`src/hdl/srf_pkg.sv`:
```
// shared types and constants for the step reduction factor block
package srf_pkg;

  // fixed field widths
  localparam int unsigned DATA_W        = 32;
  localparam int unsigned FACTOR_W      = 29;
  localparam int unsigned COUNT_W       = 16;
  localparam int unsigned CFG_IDX_W     = 1;
  localparam int unsigned FRAC_BITS_DEF = 28;

  // configuration register indexes
  localparam logic [CFG_IDX_W-1:0] CFG_ROBUST    = 1'b0;
  localparam logic [CFG_IDX_W-1:0] CFG_THRESHOLD = 1'b1;

  // outcome of one ratio evaluation
  typedef enum logic [1:0] {
    DIV_BELOW,
    DIV_IN,
    DIV_ABOVE
  } div_cls_e;

  // divider sequencer
  typedef enum logic [1:0] {
    DIV_IDLE,
    DIV_CHECK,
    DIV_ITER,
    DIV_DONE
  } div_state_e;

  // top level sequencer
  typedef enum logic [2:0] {
    ST_IDLE,
    ST_UPDATE,
    ST_WAIT_LOW,
    ST_LAST,
    ST_WAIT_MIN,
    ST_HIGH,
    ST_WAIT_HIGH,
    ST_EMIT
  } srf_state_e;

  // divider status toward the sequencer
  typedef struct packed {
    logic     busy;
    logic     done;
    div_cls_e cls;
  } div_status_t;

endpackage

```
`src/hdl/srf_div.sv`:
```
// shared restoring divider that clamps a ratio to the range zero to one
module srf_div #(
  parameter int unsigned FRAC_BITS = srf_pkg::FRAC_BITS_DEF,
  localparam int unsigned DW = (FRAC_BITS + 3 > 34) ? FRAC_BITS + 3 : 34,
  localparam int unsigned QW = FRAC_BITS + 1
) (
  input  logic                 clk_i,
  input  logic                 rst_ni,
  input  logic                 start_i,
  input  logic signed [DW-1:0] num_i,
  input  logic signed [DW-1:0] den_i,
  output srf_pkg::div_status_t status_o,
  output logic [QW-1:0]        quot_o
);
  import srf_pkg::*;

  localparam int unsigned CNT_W = $clog2(FRAC_BITS);
  localparam logic [CNT_W-1:0] CntLast = CNT_W'(FRAC_BITS - 1);
  localparam logic [QW-1:0] OneQ = {1'b1, {FRAC_BITS{1'b0}}};

  div_state_e state_q, state_d;
  logic signed [DW-1:0] n_q, d_q;
  logic [DW-1:0] r_q;
  logic [FRAC_BITS-1:0] acc_q;
  logic [CNT_W-1:0] cnt_q;
  div_cls_e cls_q;
  logic [QW-1:0] quot_q;

  // one restoring step
  logic [DW:0] r_shift, d_ext, r_sub;
  logic        ge;
  assign r_shift = {r_q, 1'b0};
  assign d_ext   = {1'b0, d_q};
  assign ge      = (r_shift >= d_ext);
  assign r_sub   = ge ? (r_shift - d_ext) : r_shift;

  // next state
  always_comb begin
    state_d = state_q;
    case (state_q)
      DIV_IDLE: begin
        if (start_i) state_d = DIV_CHECK;
      end
      DIV_CHECK: begin
        if (d_q == '0 || n_q < 0 || n_q >= d_q) state_d = DIV_DONE;
        else state_d = DIV_ITER;
      end
      DIV_ITER: begin
        if (cnt_q == CntLast) state_d = DIV_DONE;
      end
      DIV_DONE: begin
        state_d = DIV_IDLE;
      end
      default: begin
        state_d = DIV_IDLE;
      end
    endcase
  end

  always_ff @(posedge clk_i or negedge rst_ni) begin
    if (!rst_ni) begin
      state_q <= DIV_IDLE;
    end else begin
      state_q <= state_d;
    end
  end

  // datapath: sign normalize, classify, then one quotient bit a cycle
  always_ff @(posedge clk_i) begin
    case (state_q)
      DIV_IDLE: begin
        if (start_i) begin
          n_q <= den_i[DW-1] ? -num_i : num_i;
          d_q <= den_i[DW-1] ? -den_i : den_i;
        end
      end
      DIV_CHECK: begin
        r_q   <= n_q[DW-1:0];
        acc_q <= '0;
        cnt_q <= '0;
        quot_q <= '0;
        if (d_q == '0) begin
          cls_q <= (n_q < 0) ? DIV_BELOW : DIV_ABOVE;
        end else if (n_q < 0) begin
          cls_q <= DIV_BELOW;
        end else if (n_q > d_q) begin
          cls_q <= DIV_ABOVE;
        end else if (n_q == d_q) begin
          cls_q  <= DIV_IN;
          quot_q <= OneQ;
        end else begin
          cls_q <= DIV_IN;
        end
      end
      DIV_ITER: begin
        r_q    <= r_sub[DW-1:0];
        acc_q  <= {acc_q[FRAC_BITS-2:0], ge};
        cnt_q  <= cnt_q + 1'b1;
        quot_q <= {1'b0, acc_q[FRAC_BITS-2:0], ge};
      end
      default: begin
      end
    endcase
  end

  // status toward the sequencer
  always_comb begin
    status_o.busy = (state_q != DIV_IDLE);
    status_o.done = (state_q == DIV_DONE);
    status_o.cls  = cls_q;
    quot_o        = quot_q;
  end

  // checks
  a_start_idle: assert property (@(posedge clk_i) disable iff (!rst_ni)
    start_i |-> state_q == DIV_IDLE)
    else $error("divider started while busy");

  a_rem_below_den: assert property (@(posedge clk_i) disable iff (!rst_ni)
    state_q == DIV_ITER |-> ({1'b0, r_q} < d_ext))
    else $error("partial remainder not below divisor");

  a_quot_range: assert property (@(posedge clk_i) disable iff (!rst_ni)
    state_q == DIV_DONE && cls_q == DIV_IN |-> quot_q <= OneQ)
    else $error("in-range quotient above one");

endmodule

```
`src/hdl/step_reduction_factor.sv`:
```
// step reduction factor: streamed extremes and bound corrections with a shared divider
//
//   channel | direction | handshake               | payload
//   --------+-----------+-------------------------+------------------------------------------
//   cfg     | in        | cfg_we_i                | cfg_index_i, cfg_data_i
//   in      | in        | in_valid_i / in_stall_o | new_value, old_value, last_element, clear_stats
//   out     | out       | out_valid_o / out_stall_i | factor, corrections, min/max, bound_error
//
// an item with no correction passes the update and last steps; each correction waits
// while the shared restoring divider runs, one quotient bit per cycle. a last item
// adds a high check step and an emit step and may run up to two corrections.
// reset is asynchronous active low; no clearing pass is needed.
// a waiting result sits in the output register; only a last item whose result
// finds that register still full waits in the emit step.
module step_reduction_factor #(
  parameter int unsigned FRAC_BITS = srf_pkg::FRAC_BITS_DEF
) (
  input  logic                                  clk_i,
  input  logic                                  rst_ni,
  // configuration
  input  logic                                  cfg_we_i,
  input  logic [srf_pkg::CFG_IDX_W-1:0]         cfg_index_i,
  input  logic [srf_pkg::DATA_W-1:0]            cfg_data_i,
  // input items
  input  logic                                  in_valid_i,
  output logic                                  in_stall_o,
  input  logic signed [srf_pkg::DATA_W-1:0]     new_value_i,
  input  logic signed [srf_pkg::DATA_W-1:0]     old_value_i,
  input  logic                                  last_element_i,
  input  logic                                  clear_stats_i,
  // result items
  output logic                                  out_valid_o,
  input  logic                                  out_stall_i,
  output logic [srf_pkg::FACTOR_W-1:0]          factor_o,
  output logic [srf_pkg::COUNT_W-1:0]           low_corrections_o,
  output logic [srf_pkg::COUNT_W-1:0]           high_corrections_o,
  output logic signed [srf_pkg::DATA_W-1:0]     min_seen_o,
  output logic signed [srf_pkg::DATA_W-1:0]     max_seen_o,
  output logic                                  bound_error_o
);
  import srf_pkg::*;

  localparam int unsigned DW   = (FRAC_BITS + 3 > 34) ? FRAC_BITS + 3 : 34;
  localparam int unsigned RF_W = FRAC_BITS + 1;
  localparam logic [RF_W-1:0] OneRf = {1'b1, {FRAC_BITS{1'b0}}};
  localparam logic signed [DW-1:0] OneQ = {{(DW - FRAC_BITS - 1){1'b0}}, 1'b1,
                                           {FRAC_BITS{1'b0}}};
  localparam logic signed [DATA_W-1:0] MaxVal = {1'b0, {(DATA_W - 1){1'b1}}};
  localparam logic signed [DATA_W-1:0] MinVal = {1'b1, {(DATA_W - 1){1'b0}}};

  function automatic logic [COUNT_W-1:0] sat_inc(input logic [COUNT_W-1:0] v);
    return v + {{(COUNT_W - 1){1'b0}}, (v != '1)};
  endfunction

  srf_state_e st_q, st_d;

  // configuration registers
  logic rob_q;
  logic signed [DATA_W-1:0] thr_q;

  // latched item
  logic signed [DATA_W-1:0] n_q, o_q;
  logic last_q, clr_q;

  // vector statistics
  logic [RF_W-1:0] rf_q;
  logic [COUNT_W-1:0] lowc_q, highc_q;
  logic signed [DATA_W-1:0] min_new_q, min_old_q, max_new_q, max_old_q;
  logic err_q, first_q;

  // result register
  logic out_valid_q;
  logic [FACTOR_W-1:0] factor_q;
  logic [COUNT_W-1:0] lowo_q, higho_q;
  logic signed [DATA_W-1:0] mino_q, maxo_q;
  logic erro_q;

  // divider hookup
  logic div_start;
  logic signed [DW-1:0] div_num, div_den;
  div_status_t div_st;
  logic [RF_W-1:0] div_quot;

  srf_div #(.FRAC_BITS(FRAC_BITS)) u_div (
    .clk_i    (clk_i),
    .rst_ni   (rst_ni),
    .start_i  (div_start),
    .num_i    (div_num),
    .den_i    (div_den),
    .status_o (div_st),
    .quot_o   (div_quot)
  );

  // start-of-vector view of the statistics
  logic signed [DATA_W-1:0] b_min_new, b_min_old, b_max_new, b_max_old;
  logic [COUNT_W-1:0] b_lowc, b_highc;
  logic upd_min, upd_max, robust_hit, min_hit, max_hit;

  always_comb begin
    b_min_new  = first_q ? MaxVal : min_new_q;
    b_min_old  = first_q ? '0 : min_old_q;
    b_max_new  = first_q ? MinVal : max_new_q;
    b_max_old  = first_q ? '0 : max_old_q;
    b_lowc     = (first_q && clr_q) ? '0 : lowc_q;
    b_highc    = (first_q && clr_q) ? '0 : highc_q;
    upd_min    = (n_q < b_min_new);
    upd_max    = (n_q > b_max_new);
    robust_hit = rob_q && (n_q < thr_q);
    min_hit    = !rob_q && (min_new_q < thr_q);
    max_hit    = (DW'(max_new_q) > OneQ);
  end

  // next state
  always_comb begin
    st_d = st_q;
    case (st_q)
      ST_IDLE: begin
        if (in_valid_i) st_d = ST_UPDATE;
      end
      ST_UPDATE: begin
        st_d = robust_hit ? ST_WAIT_LOW : ST_LAST;
      end
      ST_WAIT_LOW: begin
        if (div_st.done) st_d = ST_LAST;
      end
      ST_LAST: begin
        if (!last_q) st_d = ST_IDLE;
        else if (min_hit) st_d = ST_WAIT_MIN;
        else st_d = ST_HIGH;
      end
      ST_WAIT_MIN: begin
        if (div_st.done) st_d = ST_HIGH;
      end
      ST_HIGH: begin
        st_d = max_hit ? ST_WAIT_HIGH : ST_EMIT;
      end
      ST_WAIT_HIGH: begin
        if (div_st.done) st_d = ST_EMIT;
      end
      ST_EMIT: begin
        if (!out_valid_q || !out_stall_i) st_d = ST_IDLE;
      end
      default: begin
        st_d = ST_IDLE;
      end
    endcase
  end

  // divider requests and operands
  always_comb begin
    div_start = 1'b0;
    div_num   = DW'(o_q);
    div_den   = DW'(o_q) - DW'(n_q);
    case (st_q)
      ST_UPDATE: begin
        div_start = robust_hit;
      end
      ST_LAST: begin
        div_start = last_q && min_hit;
        div_num   = DW'(min_old_q);
        div_den   = DW'(min_old_q) - DW'(min_new_q);
      end
      ST_HIGH: begin
        div_start = max_hit;
        div_num   = OneQ - DW'(max_old_q);
        div_den   = DW'(max_new_q) - DW'(max_old_q);
      end
      default: begin
      end
    endcase
  end

  assign in_stall_o = (st_q != ST_IDLE);

  // factor in output width
  logic [FACTOR_W+RF_W-1:0] rf_wide;
  assign rf_wide = {{FACTOR_W{1'b0}}, rf_q};

  // state, configuration and statistics
  always_ff @(posedge clk_i or negedge rst_ni) begin
    if (!rst_ni) begin
      st_q        <= ST_IDLE;
      rob_q       <= 1'b1;
      thr_q       <= '0;
      rf_q        <= OneRf;
      lowc_q      <= '0;
      highc_q     <= '0;
      min_new_q   <= MaxVal;
      min_old_q   <= '0;
      max_new_q   <= MinVal;
      max_old_q   <= '0;
      err_q       <= 1'b0;
      first_q     <= 1'b1;
      out_valid_q <= 1'b0;
    end else begin
      st_q <= st_d;

      // register writes
      if (cfg_we_i) begin
        case (cfg_index_i)
          CFG_ROBUST:    rob_q <= cfg_data_i[0];
          CFG_THRESHOLD: thr_q <= signed'(cfg_data_i);
          default: begin
          end
        endcase
      end

      // result handshake: load on emit, drop when taken
      if (st_q == ST_EMIT && (!out_valid_q || !out_stall_i)) out_valid_q <= 1'b1;
      else if (out_valid_q && !out_stall_i) out_valid_q <= 1'b0;

      case (st_q)
        ST_UPDATE: begin
          first_q   <= 1'b0;
          if (first_q) begin
            rf_q  <= OneRf;
            err_q <= 1'b0;
          end
          min_new_q <= upd_min ? n_q : b_min_new;
          min_old_q <= upd_min ? o_q : b_min_old;
          max_new_q <= upd_max ? n_q : b_max_new;
          max_old_q <= upd_max ? o_q : b_max_old;
          lowc_q    <= robust_hit ? sat_inc(b_lowc) : b_lowc;
          highc_q   <= b_highc;
        end
        ST_LAST: begin
          if (last_q && min_hit) lowc_q <= sat_inc(lowc_q);
        end
        ST_HIGH: begin
          if (max_hit) highc_q <= sat_inc(highc_q);
        end
        ST_WAIT_LOW, ST_WAIT_MIN, ST_WAIT_HIGH: begin
          // apply the clamped ratio; only the robust low check flags errors
          if (div_st.done) begin
            case (div_st.cls)
              DIV_BELOW: begin
                rf_q <= '0;
                if (st_q == ST_WAIT_LOW) err_q <= 1'b1;
              end
              DIV_ABOVE: begin
                if (st_q == ST_WAIT_LOW) err_q <= 1'b1;
              end
              DIV_IN: begin
                if (div_quot < rf_q) rf_q <= div_quot;
              end
              default: begin
              end
            endcase
          end
        end
        ST_EMIT: begin
          if (!out_valid_q || !out_stall_i) first_q <= 1'b1;
        end
        default: begin
        end
      endcase
    end
  end

  // item capture and result payload
  always_ff @(posedge clk_i) begin
    if (st_q == ST_IDLE && in_valid_i) begin
      n_q    <= new_value_i;
      o_q    <= old_value_i;
      last_q <= last_element_i;
      clr_q  <= clear_stats_i;
    end
    if (st_q == ST_EMIT && (!out_valid_q || !out_stall_i)) begin
      factor_q <= rf_wide[FACTOR_W-1:0];
      lowo_q   <= lowc_q;
      higho_q  <= highc_q;
      mino_q   <= min_new_q;
      maxo_q   <= max_new_q;
      erro_q   <= err_q;
    end
  end

  assign out_valid_o        = out_valid_q;
  assign factor_o           = factor_q;
  assign low_corrections_o  = lowo_q;
  assign high_corrections_o = higho_q;
  assign min_seen_o         = mino_q;
  assign max_seen_o         = maxo_q;
  assign bound_error_o      = erro_q;

  // checks
  a_factor_le_one: assert property (@(posedge clk_i) disable iff (!rst_ni)
    rf_q <= OneRf)
    else $error("running factor above one");

  a_div_free: assert property (@(posedge clk_i) disable iff (!rst_ni)
    div_start |-> !div_st.busy)
    else $error("divider request while divider busy");

  a_emit_source: assert property (@(posedge clk_i) disable iff (!rst_ni)
    $rose(out_valid_q) |-> $past(st_q == ST_EMIT))
    else $error("result raised outside emit step");

  a_err_source: assert property (@(posedge clk_i) disable iff (!rst_ni)
    $rose(err_q) |-> $past(st_q == ST_WAIT_LOW))
    else $error("bound error raised outside robust low check");

endmodule
```
`config.mk`:
```
export PLATFORM = sky130hd
export DESIGN_NAME = step_reduction_factor
export DESIGN_NICKNAME = d
export VERILOG_FILES = /design/src/hdl/srf_pkg.sv /design/src/hdl/srf_div.sv /design/src/hdl/step_reduction_factor.sv
export SDC_FILE = /design/constraint.sdc
export NUM_CORES = 2
export LEC_CHECK = 0
export ABC_CLOCK_PERIOD_IN_PS = 17450
export BUFFER_PORTS_ARGS = -buffer_cell sky130_fd_sc_hd__buf_2
export CORE_AREA = 3 3 194 291
export DETAILED_ROUTE_END_ITERATION = 7
export DIE_AREA = 0 0 197 294
export PLACE_DENSITY = 0.86
export SLEW_MARGIN = 15
export SYNTH_ARGS = -nofsm -noshare
export SYNTH_HDL_FRONTEND = slang
export SYNTH_SLANG_ARGS = --single-unit
```
`constraint.sdc`:
```
create_clock -name clk_i -period 17.45 [get_ports clk_i]
set_input_delay 0.8725 -clock clk_i [delete_from_list [all_inputs] [get_ports clk_i]]
set_output_delay 0.8725 -clock clk_i [all_outputs]
set_load 0.02 [all_outputs]
```
== Word-level counts from Yosys, hierarchy flattened ==
Index checks and enable logic that the tools add are counted.

* Bits in registers: 587
* Bits of input ports: 104
* Output and inout bits: 128
* Logic and storage cells: 187

* $add $sub $neg: 11
* Magnitude comparators: 10
* Equal/unequal tests: 33
* Mux-type cells: 60
* Bitwise logic cells: 1
* Reduce and logical (&&, ||, !) cells: 40

{| class="wikitable"
|+ Operators with widths
! kind !! count
|-
| 32-bit two-way mux || 7
|-
| 34-bit one-hot mux with 2 select lines || 3
|-
| 29-bit two-way mux || 7
|-
| 29-bit one-hot mux with 2 select lines || 3
|-
| 32-bit by 32-bit subtractor with 33-bit output || 3
|-
| 32-bit < comparator || 3
|-
| 16-bit two-way mux || 5
|-
| 34-bit two-way mux || 2
|-
| 34-bit negation || 2
|-
| 16-bit one-hot mux with 2 select lines || 2
|-
| 27-bit one-hot mux with 2 select lines || 1
|-
| 16-bit by 1-bit adder with 16-bit output || 3
|-
| 16-bit inequality test, second input constant || 3
|-
| 35-bit by 34-bit >= comparator with 1-bit output || 1
|-
| 34-bit equality test || 1
|-
| 34-bit >= comparator || 1
|-
| 34-bit greater-than comparator || 1
|-
| 34-bit zero test || 1
|-
| 34-bit by 1-bit < comparator with 1-bit output, second input constant || 1
|-
| 34-bit subtractor || 1
|-
| 33-bit two-way mux || 1
|-
| 30-bit by 32-bit subtractor with 33-bit output, first input constant || 1
|-
| 32-bit by 30-bit greater-than comparator with 1-bit output, second input constant || 1
|-
| 32-bit greater-than comparator || 1
|-
| 33 further kinds || 100
|}

== Logic depth before layout (Yosys ltp) ==
* Depth in word-level cells: 6
* Depth in mapped cells: 20
* Gate-level depth less buffers: 15

== Hierarchy ==
A second synthesis with hierarchy kept.

* Cell total of the unflattened synthesis: 3,856
* Area total of the unflattened synthesis: 37,751.2 um^2

{| class="wikitable"
|+ By module, submodules not included
! module !! times used !! cells each !! area an instance (um^2) !! seq. area each (um^2)
|-
| step_reduction_factor || 1 || 2,951 || 28,327.2 || 11,514.8
|-
| srf_div || 1 || 905 || 9,424.0 || 4,194.0
|}

== Least setup slack after synthesis ==
OpenSTA, ideal clock, no wires.

* Path kind: register to register
* From: register min_new_q[25]
* To: register u_div.d_q[0], enable pin
* Library setup time: 0.503 ns
* Arrival time: 5.551 ns
* Data required time: 16.947 ns
* Path slack: 11.396 ns
* Cell stages (with the launch flop): 12
* Path buffers: 0
* Clock period less this slack: 6.054 ns
* Path through: dfstp_2 -> ha_1 -> a21o_1 -> a21o_1 -> a21o_1 -> a21o_1 -> a21o_1 -> a21o_1 -> a221oi_1 -> nor4b_1 -> nor3_1 -> nor2b_1

* Cells in the longest elaborated chain, start to end: 5

{| class="wikitable"
|+ RTL lines
! item !! line !! RTL
|-
| start: declaration || step_reduction_factor.sv:68 || <nowiki>logic signed [DATA_W-1:0] min_new_q, min_old_q, max_new_q, max_old_q;</nowiki>
|-
| start signal: assignment || step_reduction_factor.sv:188 || <nowiki>min_new_q <= MaxVal;</nowiki>
|-
| start signal: assignment || step_reduction_factor.sv:219 || <nowiki>min_new_q <= upd_min ? n_q : b_min_new;</nowiki>
|-
| 32-bit < comparator || step_reduction_factor.sv:109 || <nowiki>min_hit = !rob_q && (min_new_q < thr_q);</nowiki>
|-
| 1-bit logical AND || step_reduction_factor.sv:109 ||
|-
| 1-bit logical AND || step_reduction_factor.sv:159 || <nowiki>div_start = last_q && min_hit;</nowiki>
|-
| 1-bit one-hot mux with 3 select lines || step_reduction_factor.sv:154 || <nowiki>case (st_q)</nowiki>
|-
| 2-bit AND reduction (no line) || - ||
|-
| end signal: assignment || srf_div.sv:74 || <nowiki>d_q <= den_i[DW-1] ? -den_i : den_i;</nowiki>
|-
| end: declaration || srf_div.sv:22 || <nowiki>logic signed [DW-1:0] n_q, d_q;</nowiki>
|}

Every way passes these cells.
A chain may end at the register's enable or synchronous reset.

== Final worst setup path ==
* From: register first_q
* To: register max_old_q[4]

* Cells in the longest elaborated chain, start to end: 4
* Elaborated cells between the ends (all ways): 5
* Classes of those cells: order compare (1); mux (2); reduce/logical (2)

{| class="wikitable"
|+ RTL lines
! item !! line !! RTL
|-
| start: declaration || step_reduction_factor.sv:69 || <nowiki>logic err_q, first_q;</nowiki>
|-
| start signal: assignment || step_reduction_factor.sv:193 || <nowiki>first_q <= 1'b1;</nowiki>
|-
| start signal: assignment || step_reduction_factor.sv:214 || <nowiki>first_q <= 1'b0;</nowiki>
|-
| start signal: assignment || step_reduction_factor.sv:252 || <nowiki>if (!out_valid_q || !out_stall_i) first_q <= 1'b1;</nowiki>
|-
| 32-bit two-way mux || step_reduction_factor.sv:102 || <nowiki>b_max_new = first_q ? MinVal : max_new_q;</nowiki>
|-
| 32-bit greater-than comparator || step_reduction_factor.sv:107 || <nowiki>upd_max = (n_q > b_max_new);</nowiki>
|-
| 2-bit nonzero test (no line) || - ||
|-
| 2-bit AND reduction (no line) || - ||
|-
| end signal: assignment || step_reduction_factor.sv:222 || <nowiki>max_old_q <= upd_max ? o_q : b_max_old;</nowiki>
|-
| end: declaration || step_reduction_factor.sv:68 ||
|}

Parallel ways exist; a longest one is shown, timed or not.

==> impl_metrics.py <==
metrics = {
    "status": {
        "status": "complete, but fails checks",
        "violations": "DRC",
    },
    "clock_network": {
        "cts_buffer_depth": 3,
        "cts_resized": 0,
        "clk_pin_slew_ns": 0.07,
        "cts_num_sinks": 560,
        "postCtsHoldBufs": 0,
        "cts_buffers": 53,
        "cts_root_buf": "clkbuf_16",
        "cts_tree": "yes",
        "cts_setup_buffers": 0,
        "clock_latency_ns": 0.64,
        "htreeDepth": 2,
    },
    "setup_path": {
        "critPathMaxFanout": 48,
        "cp.required_ns": 18.00,
        "arrival_ns": 5.82,
        "worstPathCellList": "buf_4, buf_4, nand2b_1, ha_1, a21o_1, a21o_1, a21o_1, a21oi_1, nor2b_1, o21ai_0, nand2b_1, a21oi_1, a21bo_2, a21oi_1, a311oi_4, buf_4, mux2i_1",
        "reg2reg_slack_ns": 12.17,
        "path_delay_family": "compound AO/OA/AOI/OAI gates",
        "end_kind": "flop",
        "critPathMaxStageDelay_ns": 0.82,
        "crit_buf_inv": 3,
        "worstSetupPathType": "flop to flop",
        "worstSetupStartpointType": "flop",
        "critPathSlowestCell": "buf_4",
    },
    "hold_path": {
        "hold_class": "input port to async pin",
    },
    "die": {
        "core_area_um2": 53900,
        "die_w_um": 197,
        "die-area_um2": 57900,
        "pin_count": 232,
        "die_h_um": 294,
        "rows": 104,
        "initial_core_util": 0.671,
    },
    "yosys": {
        "synth_edf_count": 330,
        "syn-num-nets": 4105,
        "syn_inst": 3665,
        "syn_area_um2": 36200,
        "ys_seq_area_frac": 0.434,
        "async_reset_ff_frac": 0.411,
        "avgSynthCellArea_um2": 9.87,
        "synth.distinct_cells": 91,
        "ys.flop_type": "edfxtp_1",
        "yosys_register_bits": 560,
        "yosys_warnings": 0,
    },
    "timing": {
        "setup_tns_ns": 0,
        "report.final.slew_viol_count": 0,
        "rsz0062_at_grt": "false",
        "max_slew_margin": 0.234,
        "finalHoldWorstSlack_ns": 0.274,
        "fmax_ghz": 0.189,
        "clock_skew_ns": 0.0346,
        "finalHoldViolations": 0,
        "setup-violations-final": 0,
        "fin_crit_ns": 5.28,
        "tightest_slew_ns": 1.13,
        "period_share": 0.303,
    },
    "routing": {
        "vias": 30000,
        "wl_per_cell_um": 22.5,
        "drc": 4,
        "routed_wl_mm": 103,
        "vias_per_cell": 6.57,
        "drtPass1Iterations": 8,
        "antenna_left": 0,
        "drtIter0Drc": 2818,
    },
    "placed_design": {
        "portBuffers": 231,
        "hpwl_mm": 75.8,
        "gp_congestion": 0.998,
    },
    "global_route": {
        "overflow": 0,
        "grt_pass1_wl_mm": 160,
        "grt_pass1_vias": 29700,
        "grt_max_degree": 122,
        "grt_antenna_before_repair": 1,
        "groute.usage.overall": 0.351,
    },
    "layout": {
        "syn_to_final_growth_pct": 10.2,
        "final_nets": 4282,
        "mostFrequentLayoutCells": "330 x ha_1, 330 x edfxtp_1, 306 x nand2_1",
        "drive_gt1_frac": 0.125,
    },
    "pwr": {
        "finalPower_uw": 2740,
        "ir_drop_uv": 90.4,
        "powerDensity_nw_per_um2": 68.9,
        "p_leak_uw": 0.0174,
    },
    "run": {
        "max_cap_violations": 0,
    },
}
## cells by family (layout without fill, tap and decap cells)
logic type / count (synthesis) / after routing / synth area share
AOI/OAI and AO/OA: 949 / 949 / 0.173
buffers and inverters: 413 / 635 / 0.0432
other: 1 / 2 / 0.000104
adders and majority gates: 336 / 336 / 0.117
xor gates and xnor gates: 188 / 188 / 0.0455
DFF: 560 / 560 / 0.434
and+or+nand+nor: 1088 / 1088 / 0.149
muxes: 130 / 130 / 0.0373
## report_power, final
group | internal (uW) | switching, uW | leakage (uW)
sequential | 1410 | 7.82 | 0.00623
clock | 704 | 534 | 0.000894
combinational | 38.2 | 54.1 | 0.0102
## path summary, 6_finish.rpt
path,from,cells past startpoint,endpoint
setup reg to reg,first_q,17,max_old_q[4]
hold / removal,rst_ni,1,highc_q[11]
min in group clk_i,old_value_i[3],1,o_q[3]
setup / recovery,first_q,17,max_old_q[4]
hold reg to reg,highc_q[9],0,high_corrections_o[9]
max in group asynchronous,rst_ni,2,thr_q[16]
## synth_stat cells (7+ instances only)
master,n,share of area
a211oi_1,31,0.0064
a21o_1,127,0.026
a21oi_1,247,0.034
a221oi_1,12,0.0029
a222oi_1,16,0.0044
a22o_1,31,0.0075
a22oi_1,20,0.0042
a2bb2oi_1,34,0.0082
a31oi_1,41,0.0071
and2_1,49,0.0085
and3_1,25,0.0043
and4_1,10,0.0024
buf_1,14,0.0015
buf_2,7,0.00097
clkbuf_1,118,0.012
dfrtp_1,195,0.13
dfstp_2,35,0.025
edfxtp_1,330,0.27
ha_1,332,0.11
inv_1,273,0.028
mux2_2,38,0.012
mux2i_1,92,0.025
nand2_1,308,0.032
nand2b_1,62,0.011
nand3_1,61,0.0084
nand3b_1,11,0.0023
nand4_1,73,0.013
nor2_1,265,0.028
nor2b_1,45,0.0078
nor3_1,61,0.0084
nor4_1,35,0.0061
o211ai_1,13,0.0027
o21a_1,36,0.0075
o21ai_0,187,0.026
o21bai_1,19,0.0039
o221ai_1,13,0.0031
o22ai_1,21,0.0036
o31ai_1,20,0.0042
or2_2,16,0.0028
or3_1,26,0.0045
xnor2_1,122,0.030
xor2_1,66,0.016
## routing by layer
layer / track usage / up-vias / part of all wire
li1: - / 13800 / -
met1: 0.410 / 14300 / 0.36
met2: 0.611 / 1510 / 0.50
met3: 0.0495 / 392 / 0.076
met4: 0.212 / 2 / 0.072
met5: 0 / - / 0.00013
## area by class of cell
type | instances | area (um2)
multi-input combinational | 2692 | 19000
sequential | 560 | 15700
fill | 3828 | 14000
clock buffer | 66 | 1460
timing repair buffer | 262 | 1400
inverter | 273 | 1020
tap | 689 | 862
clock inverter | 34 | 413
antenna | 1 | 2.50
## through the flow
| stage | worst slack (ns) | cells | cell area [um2] | utilization |
|---|---|---|---|---|
| global route | 12.01 | 4576 | 39800 | 0.740 |
| global placement | 11.90 | 4475 | 38000 | 0.705 |
| floorplan | 11.40 | 3665 | 36200 | - |
| CTS | 11.79 | 4575 | 39800 | 0.739 |
| finish | 12.17 | 4577 | 39800 | 0.740 |
| detailed placement | 11.79 | 4475 | 38000 | 0.705 |
## registers in the layout, indices dropped and copies added, names as in the netlist, 3 cells and up
| register | count |
|---|---|
| u_div.acc_q | 26 |
| factor_o | 29 |
| min_new_q | 32 |
| u_div.d_q | 34 |
| lowc_q | 16 |
| low_corrections_o | 16 |
| u_div.quot_o | 3 |
| st_q | 3 |
| max_seen_o | 32 |
| o_q | 32 |
| n_q | 32 |
| max_old_q | 32 |
| min_old_q | 32 |
| thr_q | 32 |
| u_div.n_q | 34 |
| rf_q | 29 |
| high_corrections_o | 16 |
| u_div.cnt_q | 5 |
| highc_q | 16 |
| max_new_q | 32 |
| u_div.r_q | 34 |
| min_seen_o | 32 |
No activity file was read; power rests on OpenSTA's default activity.
